$ cat src/hdl/pqct_pkg.sv
// Shared constants, codes and record types for the page quota container table.
package pqct_pkg;

  localparam int ENTRIES = 64;
  localparam int FANOUT = 3;
  localparam int ADDR_W = $clog2(ENTRIES);
  localparam int CALC_W = $clog2(ENTRIES * FANOUT + FANOUT + 1);

  localparam int CMD_W = 3;
  localparam int ID_W = 6;
  localparam int PAGE_W = 21;
  localparam int STATUS_W = 2;
  localparam int CHILD_W = 7;
  localparam int CNT_W = 2;

  localparam int IN_DATA_W = 32;
  localparam int OUT_DATA_W = 64;
  localparam int OUT_FIELDS_W = CHILD_W + ID_W + CNT_W + PAGE_W + PAGE_W + 1;

  localparam logic [PAGE_W-1:0] PAGE_MAX = PAGE_W'(1 << 20);
  localparam logic [CHILD_W-1:0] NO_ENTRY = CHILD_W'(64);

  localparam logic [CMD_W-1:0] CMD_SPLIT = 3'd0;
  localparam logic [CMD_W-1:0] CMD_CHECK = 3'd1;
  localparam logic [CMD_W-1:0] CMD_CHARGE = 3'd2;
  localparam logic [CMD_W-1:0] CMD_RELEASE = 3'd3;
  localparam logic [CMD_W-1:0] CMD_QUERY = 3'd4;

  localparam logic [STATUS_W-1:0] ST_OK = 2'd0;
  localparam logic [STATUS_W-1:0] ST_REFUSED = 2'd1;
  localparam logic [STATUS_W-1:0] ST_SATURATED = 2'd2;

  typedef struct packed {
    logic [PAGE_W-1:0] quota;
    logic [PAGE_W-1:0] usage;
    logic [ID_W-1:0]   parent;
    logic [CNT_W-1:0]  children;
  } entry_t;

  localparam int ENTRY_W = $bits(entry_t);

  typedef struct packed {
    logic [STATUS_W-1:0] status;
    logic                in_use;
    logic [PAGE_W-1:0]   page_usage;
    logic [PAGE_W-1:0]   page_quota;
    logic [CNT_W-1:0]    child_count;
    logic [ID_W-1:0]     parent_id;
    logic [CHILD_W-1:0]  child_id;
  } result_t;

  typedef struct packed {
    result_t           res;
    logic              par_we;
    entry_t            par_entry;
    logic              child_we;
    logic [ADDR_W-1:0] child_addr;
    entry_t            child_entry;
  } exec_out_t;

endpackage

$ cat src/hdl/pqct_ram.sv
// Generic single-write, single-read RAM with registered read data.
module pqct_ram #(
  parameter int WIDTH = 8,
  parameter int DEPTH = 16
) (
  input  logic                     clk,
  input  logic                     we,
  input  logic [$clog2(DEPTH)-1:0] waddr,
  input  logic [WIDTH-1:0]         wdata,
  input  logic [$clog2(DEPTH)-1:0] raddr,
  output logic [WIDTH-1:0]         rdata
);

  logic [WIDTH-1:0] mem [DEPTH];

  always_ff @(posedge clk) begin
    if (we) begin
      mem[waddr] <= wdata;
    end
    rdata <= mem[raddr];
  end

endmodule

$ cat src/hdl/pqct_exec.sv
// Command evaluation: computes the result and the entry updates from one read entry.
module pqct_exec (
  input  logic [pqct_pkg::CMD_W-1:0]  cmd,
  input  logic [pqct_pkg::ID_W-1:0]   id,
  input  logic [pqct_pkg::PAGE_W-1:0] amount,
  input  pqct_pkg::entry_t            entry_raw,
  input  logic                        entry_valid,
  input  logic                        used_bit,
  input  logic [pqct_pkg::PAGE_W-1:0] root_quota,
  output pqct_pkg::exec_out_t         ex
);
  import pqct_pkg::*;

  entry_t              e;
  logic [PAGE_W-1:0]   quota_eff;
  logic [PAGE_W-1:0]   q;
  logic [PAGE_W:0]     sum_split;
  logic [PAGE_W:0]     need;
  logic [CALC_W-1:0]   child_calc;
  logic                id_ok;
  logic                split_ok;
  logic [PAGE_W-1:0]   usage_new;
  logic [CNT_W-1:0]    children_new;

  always_comb begin
    e = entry_valid ? entry_raw : '0;
    quota_eff = (id == '0) ? root_quota : e.quota;
    q = (amount > PAGE_MAX) ? PAGE_MAX : amount;
    sum_split = {1'b0, e.usage} + {1'b0, q};
    need = {1'b0, e.usage} + {1'b0, amount};
    child_calc = CALC_W'(id) * CALC_W'(FANOUT) + CALC_W'(1) + CALC_W'(e.children);
    id_ok = (32'(id) < ENTRIES);
    split_ok = (32'(e.children) < FANOUT) && (32'(child_calc) < ENTRIES);

    usage_new = e.usage;
    children_new = e.children;
    ex = '0;
    ex.res.status = ST_OK;
    ex.res.child_id = NO_ENTRY;
    ex.child_addr = child_calc[ADDR_W-1:0];
    ex.child_entry.quota = q;
    ex.child_entry.usage = '0;
    ex.child_entry.parent = id;
    ex.child_entry.children = '0;

    unique case (cmd)
      CMD_SPLIT: begin
        if (!split_ok) begin
          ex.res.status = ST_REFUSED;
        end else begin
          if (sum_split > {1'b0, PAGE_MAX}) begin
            usage_new = PAGE_MAX;
            ex.res.status = ST_SATURATED;
          end else begin
            usage_new = sum_split[PAGE_W-1:0];
          end
          children_new = e.children + CNT_W'(1);
          ex.par_we = 1'b1;
          ex.child_we = 1'b1;
          ex.res.child_id = CHILD_W'(child_calc);
        end
      end
      CMD_CHECK: begin
        ex.res.status = (need <= {1'b0, quota_eff}) ? ST_OK : ST_REFUSED;
      end
      CMD_CHARGE: begin
        ex.par_we = 1'b1;
        if (e.usage >= PAGE_MAX) begin
          usage_new = PAGE_MAX;
          ex.res.status = ST_SATURATED;
        end else begin
          usage_new = e.usage + PAGE_W'(1);
        end
      end
      CMD_RELEASE: begin
        if (e.usage == '0) begin
          ex.res.status = ST_SATURATED;
        end else begin
          usage_new = e.usage - PAGE_W'(1);
          ex.par_we = 1'b1;
        end
      end
      CMD_QUERY: begin
        ex.res.status = ST_OK;
      end
      default: begin
        ex.res.status = ST_REFUSED;
      end
    endcase

    ex.par_entry = e;
    ex.par_entry.usage = usage_new;
    ex.par_entry.children = children_new;

    ex.res.parent_id = e.parent;
    ex.res.child_count = children_new;
    ex.res.page_quota = quota_eff;
    ex.res.page_usage = usage_new;
    ex.res.in_use = used_bit;

    if (!id_ok) begin
      ex.par_we = 1'b0;
      ex.child_we = 1'b0;
      ex.res = '0;
      ex.res.status = ST_REFUSED;
      ex.res.child_id = NO_ENTRY;
    end
  end

endmodule

$ cat src/hdl/page_quota_container_table_core.sv
// Top level of the page quota container table: sequencer, table memory and result register.
// The entry is read at the transfer, and the result register loads once the output is free.
// Items pass the idle and execute states, a successful split also the child state, since
// parent and child share one write port; an item waits while the previous result is held.
// Reset is synchronous: per-entry valid bits clear the table at once (no clearing pass),
// only entry 0 is marked in use, and root_quota returns to 0.
module page_quota_container_table_core (
  input  logic                            clk,
  input  logic                            rst,
  input  logic                            s_tvalid,
  output logic                            s_tready,
  // req_id [5:0], amount [26:6], zero fill above
  input  logic [pqct_pkg::IN_DATA_W-1:0]  s_tdata,
  // cmd [2:0]
  input  logic [pqct_pkg::CMD_W-1:0]      s_tuser,
  output logic                            m_tvalid,
  input  logic                            m_tready,
  // child_id [6:0], parent_id [12:7], child_count [14:13], page_quota [35:15],
  // page_usage [56:36], in_use [57], zero fill above
  output logic [pqct_pkg::OUT_DATA_W-1:0] m_tdata,
  // status [1:0]
  output logic [pqct_pkg::STATUS_W-1:0]   m_tuser,
  input  logic                            cfg_valid,
  output logic                            cfg_ready,
  input  logic [pqct_pkg::PAGE_W-1:0]     cfg_data
);
  import pqct_pkg::*;

  typedef enum logic [2:0] {
    S_IDLE  = 3'b001,
    S_EXEC  = 3'b010,
    S_CHILD = 3'b100
  } state_t;

  state_t              state;
  state_t              state_next;
  logic [CMD_W-1:0]    cmd_r;
  logic [ID_W-1:0]     id_r;
  logic [PAGE_W-1:0]   amount_r;
  logic [PAGE_W-1:0]   root_quota;
  logic [ENTRIES-1:0]  valid;
  logic [ENTRIES-1:0]  used;
  logic [ADDR_W-1:0]   child_addr;
  entry_t              child_entry;
  result_t             out_res;

  logic                in_xfer;
  logic                out_free;
  logic                exec_go;
  logic [ADDR_W-1:0]   id_addr;
  logic                ram_we;
  logic [ADDR_W-1:0]   ram_waddr;
  entry_t              ram_wdata;
  logic [ADDR_W-1:0]   ram_raddr;
  entry_t              ram_rdata;
  exec_out_t           ex;

  assign s_tready = (state == S_IDLE);
  assign cfg_ready = 1'b1;
  assign in_xfer = s_tvalid && s_tready;
  assign out_free = !m_tvalid || m_tready;
  assign exec_go = (state == S_EXEC) && out_free;
  assign id_addr = id_r[ADDR_W-1:0];

  assign ram_raddr = (state == S_IDLE) ? s_tdata[ADDR_W-1:0] : id_addr;

  always_comb begin
    ram_we = 1'b0;
    ram_waddr = id_addr;
    ram_wdata = ex.par_entry;
    if (state == S_CHILD) begin
      ram_we = 1'b1;
      ram_waddr = child_addr;
      ram_wdata = child_entry;
    end else if (exec_go) begin
      ram_we = ex.par_we;
    end
  end

  pqct_ram #(
    .WIDTH (ENTRY_W),
    .DEPTH (ENTRIES)
  ) u_table (
    .clk   (clk),
    .we    (ram_we),
    .waddr (ram_waddr),
    .wdata (ram_wdata),
    .raddr (ram_raddr),
    .rdata (ram_rdata)
  );

  pqct_exec u_exec (
    .cmd         (cmd_r),
    .id          (id_r),
    .amount      (amount_r),
    .entry_raw   (ram_rdata),
    .entry_valid (valid[id_addr]),
    .used_bit    (used[id_addr]),
    .root_quota  (root_quota),
    .ex          (ex)
  );

  always_comb begin
    state_next = state;
    unique case (state)
      S_IDLE: begin
        if (in_xfer) begin
          state_next = S_EXEC;
        end
      end
      S_EXEC: begin
        if (out_free) begin
          state_next = ex.child_we ? S_CHILD : S_IDLE;
        end
      end
      S_CHILD: begin
        state_next = S_IDLE;
      end
      default: begin
        state_next = S_IDLE;
      end
    endcase
  end

  always_ff @(posedge clk) begin
    if (rst) begin
      state <= S_IDLE;
      m_tvalid <= 1'b0;
      root_quota <= '0;
      valid <= '0;
      used <= ENTRIES'(1);
    end else begin
      state <= state_next;
      if (cfg_valid && cfg_ready) begin
        root_quota <= (cfg_data > PAGE_MAX) ? PAGE_MAX : cfg_data;
      end
      if (ram_we) begin
        valid[ram_waddr] <= 1'b1;
      end
      if (state == S_CHILD) begin
        used[child_addr] <= 1'b1;
      end
      if (exec_go) begin
        m_tvalid <= 1'b1;
      end else if (m_tready) begin
        m_tvalid <= 1'b0;
      end
    end
  end

  always_ff @(posedge clk) begin
    if (in_xfer) begin
      cmd_r <= s_tuser;
      id_r <= s_tdata[ID_W-1:0];
      amount_r <= s_tdata[ID_W +: PAGE_W];
    end
    if (exec_go) begin
      out_res <= ex.res;
      child_addr <= ex.child_addr;
      child_entry <= ex.child_entry;
    end
  end

  assign m_tdata = {(OUT_DATA_W - OUT_FIELDS_W)'(0), out_res.in_use, out_res.page_usage,
                    out_res.page_quota, out_res.child_count, out_res.parent_id,
                    out_res.child_id};
  assign m_tuser = out_res.status;

endmodule

$ cat config.mk
export PLATFORM = sky130hd
export DESIGN_NAME = page_quota_container_table_core
export DESIGN_NICKNAME = d
export VERILOG_FILES = /design/src/hdl/pqct_pkg.sv /design/src/hdl/pqct_ram.sv /design/src/hdl/pqct_exec.sv /design/src/hdl/page_quota_container_table_core.sv
export SDC_FILE = /design/constraint.sdc
export NUM_CORES = 2
export LEC_CHECK = 0
export BUFFER_PORTS_ARGS = -buffer_cell sky130_fd_sc_hd__buf_4
export CORE_AREA = 4 4 535 537
export CTS_CLUSTER_SIZE = 14
export DETAILED_ROUTE_END_ITERATION = 8
export DIE_AREA = 0 0 539 541
export HOLD_SLACK_MARGIN = 0.02
export PLACE_DENSITY = 0.64
export SLEW_MARGIN = 10
export SYNTH_ARGS = -nofsm -noshare
export SYNTH_HDL_FRONTEND = slang
export SYNTH_SLANG_ARGS = --single-unit
$ cat constraint.sdc
create_clock -name clk -period 28.9 [get_ports clk]
set_clock_uncertainty 0.05 [all_clocks]
set_input_delay 7.225 -clock clk [delete_from_list [all_inputs] [get_ports clk]]
set_output_delay 7.225 -clock clk [all_outputs]
set_load 0.01 [all_outputs]
* Word-level counts from Yosys, hierarchy flattened
Memory sizes are Yosys's and may differ from the RTL's. A register that Yosys moved wholly into a read port is not among the register bits.
Index checks and enable logic that the tools add are counted.
** Word-level totals
- Word-level logic and storage cells :: 106
- Input bits :: 61
- Memories kept :: 1
- Register bits after elaboration :: 276
- Bits in writable memories :: 3200
** Operators by class
- Multiplexer cells :: 43
- Bitwise operators :: 2
- $lt $le $gt $ge :: 12
- $mul :: 1
- Reduce and logical (&&, ||, !) cells :: 13
- Equality and inequality tests :: 9
- $add $sub $neg :: 7
** Memories
- u_table.mem :: depth 64, width 50, read ports 1, clocked after Yosys merged registers in 1, wr ports 1, line pqct_ram.sv:14 : logic [WIDTH-1:0] mem [DEPTH];
** Operators by type and width (count)
- $mux 21 :: 7
- $or 64x64->64 :: 2
- $mux 50 :: 2
- $pmux 21 s3 :: 1
- $add 21x21->22 :: 2
- $gt 21x21->1 const B :: 2
- $gt 22x21->1 const B :: 1
- $le 22x21->1 :: 1
- $add 21x1->21 const B :: 1
- $ge 21x21->1 const B :: 1
- $logic_not 21->1 :: 1
- $lt 6x7->1 const B :: 3
- $sub 21x1->21 const B :: 1
- $mux 1 :: 15
- $bmux 1 s6 :: 2
- $demux 1 s6 :: 2
- $ge 6x1->1 const B :: 2
- $mux 2 :: 6
- $mux 6 :: 2
- $pmux 2 s5 :: 1
- $eq 3x2->1 const B :: 3
- $mux 3 :: 3
- $add 8x1->8 const B :: 1
- $add 8x2->8 :: 1
- other kinds (17) :: 24

* Depth between registers and ports, before layout
- Depth in word-level cells :: 12
- Gate-level depth with buffers :: 31

* Cells and area by module
A second synthesis with hierarchy kept.
** Second synthesis, totals
- Cell total of the unflattened synthesis :: 7376
- Area total of the unflattened synthesis :: 140438.4 um^2
** By module, submodules not included
- pqct_ram :: cells an instance 5457, instances 1, sequential area each 97093.1 um^2, area an instance 122950.4 um^2
- page_quota_container_table_core :: cells an instance 1012, instances 1, sequential area each 7447.1 um^2, area an instance 11543.6 um^2
- pqct_exec :: cells an instance 907, instances 1, sequential area each 0.0 um^2, area an instance 5944.5 um^2

* Worst setup path before layout
No wires, ideal clock.
- Kind :: input-to-reg
- Start :: input port m_tready
- End :: memory u_table.mem[21][0] (netlist name) (enable)
- Required time :: 28.392 ns
- Path buffers :: 1
- Cell stages on the path :: 7
- Data arrival time :: 14.629 ns
- Slack :: 13.763 ns
- Library setup time :: 0.458 ns
- Cells stage by stage :: nor2b_1 -> nor2_1 -> nand3_1 -> o21ai_2 -> buf_6 -> nand2_1 -> nor2_1
** On the way
- Word-level cells in the longest chain between the ends :: 6
** RTL lines
- start, declared :: line page_quota_container_table_core.sv:17 : input logic m_tready,
- $logic_or 1x1->1 :: line page_quota_container_table_core.sv:61 : assign out_free = !m_tvalid || m_tready;
- $logic_and 1x1->1 :: line page_quota_container_table_core.sv:62 : assign exec_go = (state == S_EXEC) && out_free;
- named net exec_go :: line page_quota_container_table_core.sv:49 : logic exec_go;
- $mux 1 :: line page_quota_container_table_core.sv:75 : end else if (exec_go) begin
- $mux 1 :: line page_quota_container_table_core.sv:71 : if (state == S_CHILD) begin
- $mux 1 :: line pqct_ram.sv:17 : if (we) begin
- $mux 1 (implied by the code) :: line pqct_ram.sv:18 : mem[waddr] <= wdata;
- end, declared :: line pqct_ram.sv:14
The timed path passes the listed nets, and every way through them passes these cells.

* Worst setup path after layout
- Start :: input port s_tdata[0] (netlist name)
- End :: register u_table.rdata[44] (read register of u_table.mem)
** On the way
- Word-level cells in the longest chain between the ends :: 1
** RTL lines
- start, declared :: line page_quota_container_table_core.sv:13 : input logic [pqct_pkg::IN_DATA_W-1:0] s_tdata,
- $mux 6 :: line page_quota_container_table_core.sv:65 : assign ram_raddr = (state == S_IDLE) ? s_tdata[ADDR_W-1:0] : id_addr;
- end, declared :: line pqct_ram.sv:11 : output logic [WIDTH-1:0] rdata
No other way between the ends.
A chain may end at the register's enable or synchronous reset.

==> flow_summary_export.csv <==
group,metric,value,unit
floorplan,initial_core_util,49.79,%
logic_synthesis,synth_warnings,0,
route,post_drt_wl_per_cell,33.61,um
floorplan,die_width,539,um
sta,worst-slew-pin-transition,1.277,ns
cts,worstSkewPairLatency,0.91,ns
min_path,min_path_cells,1,
logic_synthesis,syn_avg_cell_area,18.67,um^2
critical_path,path_class,"in2reg",
sta,tns,0,ns
finish,nets,7918,
cts,cts_resized,0,
logic_synthesis,synth-edff-count,3323,
placed_design,numPlacedInstances,11145,
finish,finalNonFillerCells,11806,
sta,hold_viol_final,0,
route,postRouteAntennaNets,0,
power_and_ir_drop,finalPower,11.54,mW
logic_synthesis,netlist_area,0.1402,mm^2
cts,cts_buffers,363,
logic_synthesis,synth_adder_area_share,0.7890,%
floorplan,fp-row-count,195,
logic_synthesis,synth_top_family_by_area,"multiplexers",
cts,path_clk_slew,0.06,ns
floorplan,ios,130,
sta,setup_viol,0,
cts,hold_buffers,0,
route,drc,0,
placed_design,place_area,0.1467,mm^2
grt,antenna_found_initial,16,
run,cap_violations,0,
floorplan,dieArea,0.2916,mm^2
sta,fmax,0.08080,GHz
critical_path,r2r_end,"u_table.mem[36][37]",
sta,fin_crit_sh,42.82,%
sta,finalWorstSetupSlack,16.52,ns
critical_path,r2r_setup_slack,19.69,ns
floorplan,coreArea,0.2816,mm^2
run_status,status,"complete, no violations",
floorplan,die_h,541,um
placed_design,gp_congestion,0.8858,
cts,root_buffer,"clkbuf_16",
sta,maxSlewViolCount,0,
logic_synthesis,synth_xor_xnor_area_share,0.2436,%
logic_synthesis,synth_cells,7510,
logic_synthesis,synthFlopType,"edfxtp_1",
placed_design,dp.final_hpwl,212.4,mm
power_and_ir_drop,powerDensity,72.90,mW/mm^2
critical_path,cp_max_fo,76,
grt,grt_start_max_net_pins,117,
grt,grt_pass1_vias,76042,
min_path,min_from,"used[0]",
critical_path,required,29.57,ns
critical_path,r2r_start,"id_addr[0]",
logic_synthesis,synth_mux_area_share,13.55,%
power_and_ir_drop,vdd_ir_drop_max,0.00006823,V
critical_path,critical_path_arrival,13.05,ns
finish,syn_to_final_growth,12.95,%
placed_design,dp_slack,15.30,ns
grt,grt_first_pass_wirelength,561.5,mm
critical_path,worst-r2r-cell-count,20,
logic_synthesis,synth-async-reset-ratio,0,%
grt,grt_util_all_layers,26.81,%
cts,postCtsSetupBuffers,0,
critical_path,start_kind,"primary input",
cts,cts_tree,"yes",
sta,period_needed,12.38,ns
grt,grt_overflow,0,
route,wl,396.8,mm
logic_synthesis,synth_cell_types,93,
cts,cts.htree.levels,5,
route,dr.pass1.iters,6,
logic_synthesis,synth_top_area_cell,"edfxtp_1",
critical_path,critPathCaptureType,"flip-flop",
min_path,worst_hold_path_type,"reg2reg",
power_and_ir_drop,p_leak,51.02,nW
placed_design,port_buffers,117,
logic_synthesis,synth_compound_area_share,5.183,%
logic_synthesis,ys_seq_area_share,74.08,%
route,drt_iter0_markers,9738,
sta,slew_headroom,14.48,%
logic_synthesis,synth_top_area_share,71.18,%
logic_synthesis,yosys-top-cells-area,"edfxtp_1, mux4_2, dfxtp_1",
finish,fin_area,0.1583,mm^2
logic_synthesis,synth-seq-cells,3526,
cts,numClockSinks,3526,
route,vias,76477,
finish,drive_gt1_share,22.86,%
sta,rsz0062_at_grt,"no",
min_path,holdPathEnd,"used[0]",
logic_synthesis,synthSimpleGateAreaFrac,4.618,%
route,viasPerCell,6.478,
cts,cts_buffer_depth,4,
## metrics by stage
stage	hold slack [ns]	utilization [%]
2_1_floorplan	0.3633	-
3_3_place_gp	0.3705	52.10
3_5_place_dp	0.3893	52.11
4_1_cts	0.3996	56.20
5_1_grt	0.4137	56.23
6_report	0.4001	56.24
## power breakdown
| group | internal (mW) | total (mW) | switching (mW) |
|---|---|---|---|
| sequential | 5.74 | 5.78 | 0.0403 |
| combinational | 0.424 | 1.18 | 0.760 |
| clock | 2.65 | 4.58 | 1.92 |
| total | 8.82 | 11.5 | 2.72 |
## synthesized netlist by cell type, drive strengths merged (5+ instances only)
master / n
a211oi: 264
a21o: 22
a21oi: 307
a221oi: 5
a22oi: 8
a311oi: 104
a31oi: 130
and2: 264
and3: 21
and4: 6
buf: 149
clkbuf: 303
dfxtp: 203
edfxtp: 3323
ha: 82
inv: 70
mux2: 15
mux2i: 24
mux4: 825
nand2: 566
nand2b: 14
nand3: 54
nand3b: 5
nand4: 10
nor2: 291
nor2b: 36
nor3: 58
nor3b: 7
nor4: 19
o2111ai: 7
o211a: 6
o211ai: 15
o21a: 35
o21ai: 97
o21bai: 12
o22ai: 19
o311ai: 7
o31ai: 8
or2: 8
or3: 14
xnor2: 26
xor2: 13
## placed cells by master (no fill, tap or decap), drive strengths merged, types with 14 or more instances in the layout
cell type	instances
a211oi	264
a21o	22
a21oi	307
a311oi	104
a31oi	130
and2	264
and3	21
buf	343
bufinv	32
clkbuf	467
clkinv	131
dfxtp	203
edfxtp	3323
ha	82
inv	81
mux2	15
mux2i	24
mux4	825
nand2	566
nand2b	14
nand3	54
nor2	291
nor2b	36
nor3	58
nor4	19
o211ai	15
o21a	35
o21ai	97
o22ai	19
or3	14
xnor2	26
## layer usage
metal  vias up  track usage (%)  part of all wire [%]
li1      31089                -                     -
met1     40522            36.93                    38
met2      4053            43.57                    49
met3       813            3.812                   8.3
met4         0            10.91                   4.5
met5         -                0                     0
## worst max-delay path by stage
| stage | start | end | slack [ns] | cells past startpoint |
|---|---|---|---|---|
| floorplan | m_tready | u_table.mem[21][0] | 13.76 | 7 |
| global placement | s_tdata[0] | u_table.rdata[44] | 15.26 | 14 |
| detailed placement | s_tdata[0] | u_table.rdata[44] | 15.30 | 14 |
| CTS | s_tdata[0] | u_table.rdata[44] | 16.24 | 14 |
| global route | s_tdata[0] | u_table.rdata[45] | 15.83 | 14 |
| finish | s_tdata[0] | u_table.rdata[44] | 16.52 | 14 |
## cell families after synthesis
| family | Yosys count |
|---|---|
| buffers and inverters | 523 |
| AND/OR/NAND/NOR | 1383 |
| AO/OA/AOI/OAI | 1087 |
| flip-flops | 3526 |
| other | 2 |
| multiplexers | 864 |
| adder cells (fa/ha/maj) | 86 |
| XOR/XNOR | 39 |
## state kept, by name, indices dropped and copies added, names as in the netlist
register	cells
root_quota	21
state	3
child_entry	27
u_table.rdata	50
amount_r	21
m_tuser	2
m_tdata	58
used	64
id_addr	6
m_tvalid	1
u_table.mem	3200
child_addr	6
cmd_r	3
valid	64
## final cells by class
| type | instances | area [um^2] |
|---|---|---|
| repair buffers | 343 | 2775 |
| clock inverters | 181 | 1847 |
| fillers | 21310 | 123200 |
| inverters | 71 | 284.0 |
| diodes | 9 | 22.52 |
| flip-flops and latches | 3526 | 103900 |
| clock buffers | 467 | 9679 |
| well taps | 3743 | 4683 |
| multi-input cells | 3466 | 35200 |
## worst max-delay path: stages
cell      delay, ns
buf_4          0.13
a21oi_4        0.11
buf_4          0.57
buf_12         0.51
buf_12         0.55
buf_4          0.77
buf_4          0.63
buf_4          0.74
mux4_2         0.58
and2_1         0.17
a211oi_1       0.24
a31oi_1        0.10
a21oi_1        0.35
a21oi_1        0.12
(Power assumes the default switching activity.)
